**src/hw/rtl/bfp_pkg.sv**
```systemverilog
// Shared types, constants and helpers for the binary field packer.
// No dependencies; used by every module of the packer.
`default_nettype none

package bfp_pkg;

  localparam int OFFSET_WIDTH = 16;
  localparam int CMP_W        = OFFSET_WIDTH + 17;

  localparam logic [OFFSET_WIDTH-1:0] POS_CAP = {OFFSET_WIDTH{1'b1}};

  localparam int BUF_SIZE_W = 16;
  localparam logic [BUF_SIZE_W-1:0] BUF_SIZE_RESET = 16'hFFFF;

  // configuration port
  localparam int PADDR_W = 3;
  localparam int PDATA_W = 32;
  localparam logic REG_IDX_BUFFER_SIZE = 1'b0;

  // command queue between front and back end
  localparam int CMDQ_DEPTH = 4;
  localparam int CMDQ_PTR_W = $clog2(CMDQ_DEPTH);
  localparam int CMDQ_CNT_W = $clog2(CMDQ_DEPTH + 1);

  // format codes
  localparam logic [3:0] OP_PAD    = 4'd0;
  localparam logic [3:0] OP_BYTE   = 4'd1;
  localparam logic [3:0] OP_HALF   = 4'd2;
  localparam logic [3:0] OP_WORD   = 4'd3;
  localparam logic [3:0] OP_DWORD  = 4'd4;
  localparam logic [3:0] OP_LITTLE = 4'd5;
  localparam logic [3:0] OP_BIG    = 4'd6;
  localparam logic [3:0] OP_FINISH = 4'd7;

  typedef enum logic [1:0] {
    KIND_PAD,
    KIND_FIELD,
    KIND_FINISH
  } kind_t;

  // one request for the back end
  typedef struct packed {
    kind_t                   kind;
    logic [2:0]              count_m1;  // field bytes minus one
    logic [63:0]             value;
    logic [OFFSET_WIDTH-1:0] start;     // position of the first byte
    logic                    big;
    logic                    err;
  } cmd_t;

  // offsets and lengths leave the block on 16 bits, clamped
  function automatic logic [15:0] clamp16(input logic [OFFSET_WIDTH-1:0] v);
    logic [OFFSET_WIDTH+15:0] ext;
    ext = (OFFSET_WIDTH + 16)'(v);
    return (ext[OFFSET_WIDTH+15:16] != '0) ? 16'hFFFF : ext[15:0];
  endfunction

endpackage

`default_nettype wire

```
**src/hw/rtl/bfp_front.sv**
```systemverilog
// Front end: takes format items, keeps position / byte order / error state,
// and queues pad, field and finish requests. Depends on bfp_pkg.
`default_nettype none

module bfp_front (
  input  wire logic                  clk,
  input  wire logic                  rst,
  input  wire logic                  push,
  input  wire logic [3:0]            op,
  input  wire logic [63:0]           field_value,
  output logic                       full,
  input  wire logic                  q_full,
  output logic                       q_wr,
  output bfp_pkg::cmd_t              q_data
);

  logic [bfp_pkg::OFFSET_WIDTH-1:0] pos;
  logic [bfp_pkg::OFFSET_WIDTH-1:0] pos_next;
  logic                             big;
  logic                             big_next;
  logic                             err;
  logic                             err_next;

  logic                             accept;
  logic [2:0]                       field_m1;
  logic [3:0]                       field_n;
  logic [bfp_pkg::OFFSET_WIDTH-1:0] room;

  assign full    = q_full;
  assign accept  = push && !q_full;
  assign field_n = 4'({1'b0, field_m1}) + 4'd1;
  assign room    = bfp_pkg::POS_CAP - pos;

  always_comb begin
    case (op)
      bfp_pkg::OP_HALF:  field_m1 = 3'd1;
      bfp_pkg::OP_WORD:  field_m1 = 3'd3;
      bfp_pkg::OP_DWORD: field_m1 = 3'd7;
      default:           field_m1 = 3'd0;
    endcase
  end

  always_comb begin
    pos_next        = pos;
    big_next        = big;
    err_next        = err;
    q_wr            = 1'b0;
    q_data.kind     = bfp_pkg::KIND_PAD;
    q_data.count_m1 = 3'd0;
    q_data.value    = field_value;
    q_data.start    = pos;
    q_data.big      = big;
    q_data.err      = err;
    if (accept) begin
      case (op)
        bfp_pkg::OP_PAD: begin
          q_wr     = 1'b1;
          pos_next = (pos != bfp_pkg::POS_CAP) ? pos + 1'b1 : bfp_pkg::POS_CAP;
          big_next = 1'b0;
        end
        bfp_pkg::OP_BYTE, bfp_pkg::OP_HALF, bfp_pkg::OP_WORD, bfp_pkg::OP_DWORD: begin
          q_wr            = 1'b1;
          q_data.kind     = bfp_pkg::KIND_FIELD;
          q_data.count_m1 = field_m1;
          pos_next = (bfp_pkg::OFFSET_WIDTH'(field_n) <= room)
                   ? pos + bfp_pkg::OFFSET_WIDTH'(field_n) : bfp_pkg::POS_CAP;
          big_next = 1'b0;
        end
        bfp_pkg::OP_LITTLE: begin
          big_next = 1'b0;
        end
        bfp_pkg::OP_BIG: begin
          big_next = 1'b1;
        end
        bfp_pkg::OP_FINISH: begin
          q_wr        = 1'b1;
          q_data.kind = bfp_pkg::KIND_FINISH;
          pos_next    = '0;
          big_next    = 1'b0;
          err_next    = 1'b0;
        end
        default: begin
          err_next = 1'b1;
        end
      endcase
    end
  end

  always_ff @(posedge clk) begin
    if (rst) begin
      pos <= '0;
      big <= 1'b0;
      err <= 1'b0;
    end else begin
      pos <= pos_next;
      big <= big_next;
      err <= err_next;
    end
  end

endmodule

`default_nettype wire

```
**src/hw/rtl/bfp_cmd_fifo.sv**
```systemverilog
// Short request queue between the front and back end of the packer.
// Depends on bfp_pkg for the request type and depth.
`default_nettype none

module bfp_cmd_fifo (
  input  wire logic          clk,
  input  wire logic          rst,
  input  wire logic          wr_en,
  input  wire bfp_pkg::cmd_t wr_data,
  output logic               full,
  input  wire logic          rd_en,
  output bfp_pkg::cmd_t      rd_data,
  output logic               not_empty
);

  bfp_pkg::cmd_t                  entries [bfp_pkg::CMDQ_DEPTH];
  logic [bfp_pkg::CMDQ_PTR_W-1:0] head;
  logic [bfp_pkg::CMDQ_PTR_W-1:0] tail;
  logic [bfp_pkg::CMDQ_CNT_W-1:0] count;

  assign full      = (count == bfp_pkg::CMDQ_CNT_W'(bfp_pkg::CMDQ_DEPTH));
  assign not_empty = (count != '0);
  assign rd_data   = entries[head];

  always_ff @(posedge clk) begin
    if (wr_en) begin
      entries[tail] <= wr_data;
    end
  end

  always_ff @(posedge clk) begin
    if (rst) begin
      head  <= '0;
      tail  <= '0;
      count <= '0;
    end else begin
      if (wr_en) begin
        tail <= tail + 1'b1;
      end
      if (rd_en) begin
        head <= head + 1'b1;
      end
      case ({wr_en, rd_en})
        2'b10:   count <= count + 1'b1;
        2'b01:   count <= count - 1'b1;
        default: count <= count;
      endcase
    end
  end

endmodule

`default_nettype wire

```
**src/hw/rtl/bfp_back.sv**
```systemverilog
// Back end: expands queued requests into one byte result per cycle as
// results are popped, held in an output register. Depends on bfp_pkg.
`default_nettype none

module bfp_back (
  input  wire logic                  clk,
  input  wire logic                  rst,
  input  wire logic [15:0]           buffer_size,
  input  wire bfp_pkg::cmd_t         head,
  input  wire logic                  head_valid,
  output logic                       head_pop,
  output logic                       empty,
  input  wire logic                  pop,
  output logic [7:0]                 out_byte,
  output logic [15:0]                byte_offset,
  output logic                       write_enable,
  output logic                       last,
  output logic                       record_done,
  output logic [15:0]                record_length,
  output logic                       record_error
);

  logic                                 out_valid;
  logic [2:0]                           byte_idx;
  logic                                 advance;
  logic                                 item_end;
  logic [bfp_pkg::OFFSET_WIDTH:0]       raw;
  logic [bfp_pkg::OFFSET_WIDTH-1:0]     pos_sat;
  logic [2:0]                           sel;
  logic [7:0]                           sel_byte;
  logic                                 we;

  assign empty    = !out_valid;
  assign advance  = head_valid && (!out_valid || pop);
  assign item_end = (byte_idx == head.count_m1);
  assign head_pop = advance && item_end;

  assign raw     = {1'b0, head.start} + (bfp_pkg::OFFSET_WIDTH + 1)'(byte_idx);
  assign pos_sat = raw[bfp_pkg::OFFSET_WIDTH] ? bfp_pkg::POS_CAP
                                              : raw[bfp_pkg::OFFSET_WIDTH-1:0];
  assign sel      = head.big ? (head.count_m1 - byte_idx) : byte_idx;
  assign sel_byte = head.value[8*sel +: 8];
  // the cap position itself is never written
  assign we = !head.err
           && (bfp_pkg::CMP_W'(raw) < bfp_pkg::CMP_W'(bfp_pkg::POS_CAP))
           && (bfp_pkg::CMP_W'(raw) < bfp_pkg::CMP_W'(buffer_size));

  always_ff @(posedge clk) begin
    if (rst) begin
      out_valid <= 1'b0;
      byte_idx  <= '0;
    end else begin
      if (advance) begin
        out_valid <= 1'b1;
        byte_idx  <= item_end ? 3'd0 : byte_idx + 3'd1;
      end else if (pop) begin
        out_valid <= 1'b0;
      end
    end
  end

  always_ff @(posedge clk) begin
    if (advance) begin
      case (head.kind)
        bfp_pkg::KIND_FIELD: begin
          out_byte      <= sel_byte;
          byte_offset   <= bfp_pkg::clamp16(pos_sat);
          write_enable  <= we;
          last          <= item_end;
          record_done   <= 1'b0;
          record_length <= 16'd0;
          record_error  <= 1'b0;
        end
        bfp_pkg::KIND_FINISH: begin
          out_byte      <= 8'd0;
          byte_offset   <= bfp_pkg::clamp16(head.start);
          write_enable  <= 1'b0;
          last          <= 1'b1;
          record_done   <= 1'b1;
          record_length <= bfp_pkg::clamp16(head.start);
          record_error  <= head.err;
        end
        default: begin
          out_byte      <= 8'd0;
          byte_offset   <= bfp_pkg::clamp16(head.start);
          write_enable  <= 1'b0;
          last          <= 1'b1;
          record_done   <= 1'b0;
          record_length <= 16'd0;
          record_error  <= 1'b0;
        end
      endcase
    end
  end

  // a partly emitted field keeps its request at the queue head
  a_idx_needs_head: assert property (@(posedge clk) disable iff (rst)
    (byte_idx != 3'd0) |-> head_valid)
    else $error("byte index advanced without a queued request");

  a_idx_steps: assert property (@(posedge clk) disable iff (rst)
    (advance && !item_end) |=> (byte_idx == $past(byte_idx) + 3'd1))
    else $error("byte index did not step within a field");

  a_done_is_last: assert property (@(posedge clk) disable iff (rst)
    (out_valid && record_done) |-> (last && !write_enable))
    else $error("finish result not marked last or written");

  a_write_in_buffer: assert property (@(posedge clk) disable iff (rst)
    (out_valid && write_enable) |-> (byte_offset < buffer_size))
    else $error("byte written beyond buffer size");

endmodule

`default_nettype wire

```
**src/hw/rtl/binary_field_packer_core.sv**
```systemverilog
// Top level of the binary field packer: configuration register, front end,
// request queue and back end. Depends on bfp_pkg, bfp_front, bfp_cmd_fifo, bfp_back.
//
//   channel   handshake             payload
//   input     push / full           op, field_value
//   result    empty / pop           out_byte, byte_offset, write_enable, last,
//                                   record_done, record_length, record_error
//   config    psel/penable/pready   paddr, pwrite, pwdata, prdata (buffer_size)
//
// The front end takes one item per cycle while the 4-entry request queue has room.
// The back end emits one result per cycle as they are popped: n for a field of n bytes,
// one for pad and finish, none for markers and invalid codes (they end in the front end).
// A result waits in the output register; the back end moves on as it is taken.
// Reset is synchronous and active high; buffer_size resets to 65535.
`default_nettype none

module binary_field_packer_core (
  input  wire logic                        clk,
  input  wire logic                        rst,
  // input queue
  input  wire logic                        push,
  output logic                             full,
  input  wire logic [3:0]                  op,
  input  wire logic [63:0]                 field_value,
  // result queue
  output logic                             empty,
  input  wire logic                        pop,
  output logic [7:0]                       out_byte,
  output logic [15:0]                      byte_offset,
  output logic                             write_enable,
  output logic                             last,
  output logic                             record_done,
  output logic [15:0]                      record_length,
  output logic                             record_error,
  // configuration
  input  wire logic                        psel,
  input  wire logic                        penable,
  input  wire logic                        pwrite,
  input  wire logic [bfp_pkg::PADDR_W-1:0] paddr,
  input  wire logic [bfp_pkg::PDATA_W-1:0] pwdata,
  output logic [bfp_pkg::PDATA_W-1:0]      prdata,
  output logic                             pready
);

  logic [bfp_pkg::BUF_SIZE_W-1:0] buffer_size;
  logic                           reg_sel;

  bfp_pkg::cmd_t q_wr_data;
  bfp_pkg::cmd_t q_rd_data;
  logic          q_wr;
  logic          q_full;
  logic          q_rd;
  logic          q_not_empty;

  assign pready  = 1'b1;
  assign reg_sel = (paddr[bfp_pkg::PADDR_W-1] == bfp_pkg::REG_IDX_BUFFER_SIZE);
  assign prdata  = reg_sel ? bfp_pkg::PDATA_W'(buffer_size) : '0;

  always_ff @(posedge clk) begin
    if (rst) begin
      buffer_size <= bfp_pkg::BUF_SIZE_RESET;
    end else if (psel && penable && pwrite && pready && reg_sel) begin
      buffer_size <= pwdata[bfp_pkg::BUF_SIZE_W-1:0];
    end
  end

  bfp_front u_front (
    .clk         (clk),
    .rst         (rst),
    .push        (push),
    .op          (op),
    .field_value (field_value),
    .full        (full),
    .q_full      (q_full),
    .q_wr        (q_wr),
    .q_data      (q_wr_data)
  );

  bfp_cmd_fifo u_cmd_fifo (
    .clk       (clk),
    .rst       (rst),
    .wr_en     (q_wr),
    .wr_data   (q_wr_data),
    .full      (q_full),
    .rd_en     (q_rd),
    .rd_data   (q_rd_data),
    .not_empty (q_not_empty)
  );

  bfp_back u_back (
    .clk           (clk),
    .rst           (rst),
    .buffer_size   (buffer_size),
    .head          (q_rd_data),
    .head_valid    (q_not_empty),
    .head_pop      (q_rd),
    .empty         (empty),
    .pop           (pop),
    .out_byte      (out_byte),
    .byte_offset   (byte_offset),
    .write_enable  (write_enable),
    .last          (last),
    .record_done   (record_done),
    .record_length (record_length),
    .record_error  (record_error)
  );

endmodule

`default_nettype wire
```
**config.mk**
```make
export PLATFORM = sky130hd
export DESIGN_NAME = binary_field_packer_core
export DESIGN_NICKNAME = d
export VERILOG_FILES = /design/src/hw/rtl/bfp_pkg.sv /design/src/hw/rtl/bfp_front.sv /design/src/hw/rtl/bfp_cmd_fifo.sv /design/src/hw/rtl/bfp_back.sv /design/src/hw/rtl/binary_field_packer_core.sv
export SDC_FILE = /design/constraint.sdc
export NUM_CORES = 1
export LEC_CHECK = 0
export ABC_AREA = 1
export ABC_CLOCK_PERIOD_IN_PS = 7400
export BUFFER_PORTS_ARGS = -buffer_cell sky130_fd_sc_hd__buf_2
export CORE_MARGIN = 5
export CORE_UTILIZATION = 50
export CTS_BUF_LIST = sky130_fd_sc_hd__clkbuf_2
export CTS_CLUSTER_DIAMETER = 30
export DETAILED_ROUTE_END_ITERATION = 10
export GPL_TIMING_DRIVEN = 1
export HOLD_SLACK_MARGIN = 0.15
export PLACE_DENSITY_LB_ADDON = 0.25
export SLEW_MARGIN = 20
export SYNTH_ARGS = -nofsm -noshare
export SYNTH_HDL_FRONTEND = slang
export SYNTH_SLANG_ARGS = --single-unit
```
**constraint.sdc**
```tcl
create_clock -name clk -period 7.4 [get_ports clk]
set_input_delay 2.22 -clock clk [delete_from_list [all_inputs] [get_ports clk]]
set_output_delay 2.22 -clock clk [all_outputs]
set_load 0.005 [all_outputs]
```
==> summary.txt <==
Timing
  • Relative slew margins: 32.5%
  • Clock skew: 0.101 ns
  • Tightest Pin Transition: about 1 ns
  • RSZ-0062 raised after global routing: no
  • Peak Freq: 202 MHz
  • Final Hold Viols: 0
  • Max Slew Vio Count: 0
  • Setup TNS: 0 ns
  • Final period utilization: 66.8%
  • Min Tclk post-route: between 4 and 5 ns
  • # setup viols final: 0

Cells and area
  • Share of layout cells above drive strength 1: 20.1%
  • Filler cells: about 3,400
  • Area grow syn2layout: 11.6%
  • Most common cell after layout, fill and taps aside: edfxtp_1
  • Most frequent cells in the layout: edfxtp_1, nand2_1, nor2_1, o21ai_0, clkbuf_2
  • # nets final: 2,091

Power
  • Power density over the cells: 235 nW/um^2
  • Pwr Total: ~5.1 mW
  • VDD IR-drop max: slightly above 90 uV
  • Seq pwr share: 55.8%
  • Sw Pwr: 1.36 mW
  • Clock power frac: approximately 34%
  • Combinational share of power: 10.3%
  • Int Pwr: 3.73 mW
  • Leakage: ~8.4 nW
  • Switching Fraction: 26.6%

Place
  • HPWL after detailed placement: 29,000 um
  • Routability Congestion: around 0.87
  • IO buf count: 153

CTS
  • Cts repair resizes: 0
  • Root Driver: clkbuf_2
  • CTS Sinks: 439
  • H-tree depth: 3
  • CTS tree: built
  • Setup bufs post-CTS: 0
  • CTS max path bufs: 3
  • Worst-path clk slew: 0.09 ns
  • TritonCTS buffer count: 109
  • # hold bufs at CTS: 0
  • Skew-Pair Late Insertion Delay: slightly above 1 ns

GRT
  • Total grt overflow: 0
  • First-pass GRT wire length: 72,600 um
  • Global Route Usage Sum: 21.0%
  • Largest net degree at the start of global routing: 90
  • Vias in the first global route: 13,600
  • Initial antenna violation count: 5

Synthesis
  • Synthesized instance count: approximately 1,800
  • Post-synthesis compound-gate area fraction: 12.2%
  • Synth cell types: 44
  • Largest family of logic cells by synthesized area: simple AND/OR/NAND/NOR gates
  • Synth Cell Area: 19,400 sq um
  • Register area share after synthesis: 65.5%
  • Simple-gate share of the synthesized area: 13.6%
  • Synthesis-stage register bit count: roughly 440
  • Multiplexer share of the synthesized area: 0%
  • Dominant synthesized flop cell: edfxtp_1
  • Avg Synthesized Cell Area: 11.1 sq um
  • Syn. warnings: 0
  • Adder-cell area share of the yosys netlist: about 2.5%
  • Post-Synth XOR/XNOR Area: 0.677%
  • Post-synth ARST share: 0%
  • Post-synth EDFFs: about 390

Job
  • Max_cap viols: 0

Detailed routing
  • Routed via count: 13,900
  • Final wirelength: 46,500 um
  • Routed wire per std cell: 18.2 um
  • ANT nets after route: 0
  • DRT iter0 DRCs: roughly 1,200
  • Via density: 5.45
  • Post-route DRC: 0
  • Drt pass-1 iters: 5

Die
  • Core area: 38,600 sq um
  • Site row count: roughly 70
  • Die area: 42,900 sq um
  • Die H: 207 um
  • Initial Utilization: 50.4%
  • I/O pins: 189
  • Die W: 207 um

Critical path
  • Crit-path most repeated cell: buf_2
  • CP Cell Sequence: buf_2 -> nor2_1 -> buf_2
  • Crit path launch: paddr[2]
  • Startpoint Class: input port
  • Max incr delay on CP: 0.28 ns
  • Crit path required time: 5.18 ns
  • Largest delay share family, worst path: buffers and inverters
  • Slowest cell on crit path: buf_2
  • CP Capture Type: primary output
  • Data arrival time of the worst path: roughly 2.7 ns
  • Critical path class: input port to primary output
  • CP Max Fanout: 17
  • WP buf/inv: 2

Worst hold path
  • Hold WC Path Type: flop to flop
  • Hold_sp: u_cmd_fifo.head[1]

Outcome
  • Status: completed
## path summary, 6_finish.rpt
kind                                            end  slack, ns  cells past startpoint
worst max register to register  u_back.write_enable       2.50                     22
worst min register to register                 flop       0.48                      2
worst max-delay path                      prdata[8]       2.46                      3
worst min-delay path                           flop       0.48                      2
## cells in the mapped netlist (2+ instances only)
cell type	instances	share of area (%)
edfxtp_1	392	61
nand2_1	281	5.4
nor2_1	238	4.6
o21ai_0	174	4.5
inv_1	118	2.3
nand3_1	78	2.0
a21oi_1	63	1.6
dfxtp_1	47	4.8
o211ai_1	47	1.8
clkbuf_1	35	0.68
ha_1	32	2.1
buf_2	31	0.80
o22ai_1	31	1.0
o221ai_1	26	1.2
buf_4	23	0.89
xor2_1	13	0.59
buf_6	12	0.70
nor3_1	12	0.31
a22oi_2	10	0.64
nand2_2	10	0.32
a31oi_1	9	0.29
inv_2	9	0.17
a32o_1	8	0.41
nand4_1	7	0.23
nor2_2	6	0.19
o21ai_1	6	0.15
fa_1	4	0.41
a211oi_1	3	0.12
a32oi_1	3	0.14
nand3_2	3	0.15
a22oi_1	2	0.077
conb_1	2	0.039
nor2_4	2	0.12
nor4_1	2	0.064
o31ai_1	2	0.077
xnor2_1	2	0.090
## routing by layer
| layer | up-vias | GRT usage (%) | wire [um] | part of all wire, % |
|---|---|---|---|---|
| met4 | 6 | 7.36 | 972 | 2.1 |
| met2 | 489 | 33.6 | 22000 | 47 |
| met3 | 70 | 5.19 | 3500 | 7.5 |
| met1 | 6717 | 28.1 | 20000 | 43 |
| met5 | - | 0 | 45 | 0.097 |
| li1 | 6663 | - | - | - |
## worst min-delay path: cells and delay by family, from the launching register on
kind                   cells  cell delay, ns
AOI/OAI and AO/OA          1            0.07
buffers and inverters      1            0.06
DFF                        1            0.31
## state kept, by name, summed over array words and instances (netlist names), 2 cells and up, named ones only
signal                cells
u_back.byte_idx           3
u_cmd_fifo.count          3
u_front.pos              16
u_back.record_length     16
u_cmd_fifo.head           2
u_cmd_fifo.tail           2
u_cmd_fifo.entries      348
u_back.byte_offset       16
buffer_size              16
u_back.out_byte           8
## layout make-up
class,instances,area [sq um],area share (%)
diodes,3,7.51,0.0347
clock inverters,40,309,1.43
clock buffers,164,821,3.79
multi-input cells,1098,5740,26.5
flip-flops and latches,439,12700,58.7
repair buffers,170,943,4.36
well taps,518,648,2.99
inverters,127,479,2.21
## power groups by stage
| stage | logic, mW | registers, mW | clock network (mW) |
|---|---|---|---|
| 2_1_floorplan | 0.332 | 2.88 | 0 |
| 3_3_place_gp | 0.506 | 2.89 | 0 |
| 3_5_place_dp | 0.519 | 2.89 | 0 |
| 4_1_cts | 0.522 | 2.84 | 1.78 |
| 5_1_grt | 0.579 | 2.84 | 1.93 |
| 6_report | 0.522 | 2.84 | 1.73 |
## through the flow
| step | worst slack, ns | instances | util (%) | area [sq um] | hold WS (ns) |
|---|---|---|---|---|---|
| floorplan | -0.00866 | 1766 | - | 19500 | 0.442 |
| global placement | 2.44 | 2352 | 53.2 | 20500 | 0.447 |
| detailed placement | 2.37 | 2352 | 53.2 | 20500 | 0.460 |
| CTS | 2.47 | 2556 | 56.1 | 21600 | 0.474 |
| global route | 2.11 | 2558 | 56.2 | 21700 | 0.502 |
| finish | 2.46 | 2559 | 56.2 | 21700 | 0.481 |
## logic make-up (layout without fill, tap and decap cells)
kind of cell,Yosys count,after routing
xor+xnor,15,15
fa+ha+maj,36,36
flops,439,439
other cells,2,20
buf+inv,229,501
simple gates,643,643
compound gates,387,387
Note: power is estimated with default switching activity, not from simulation.
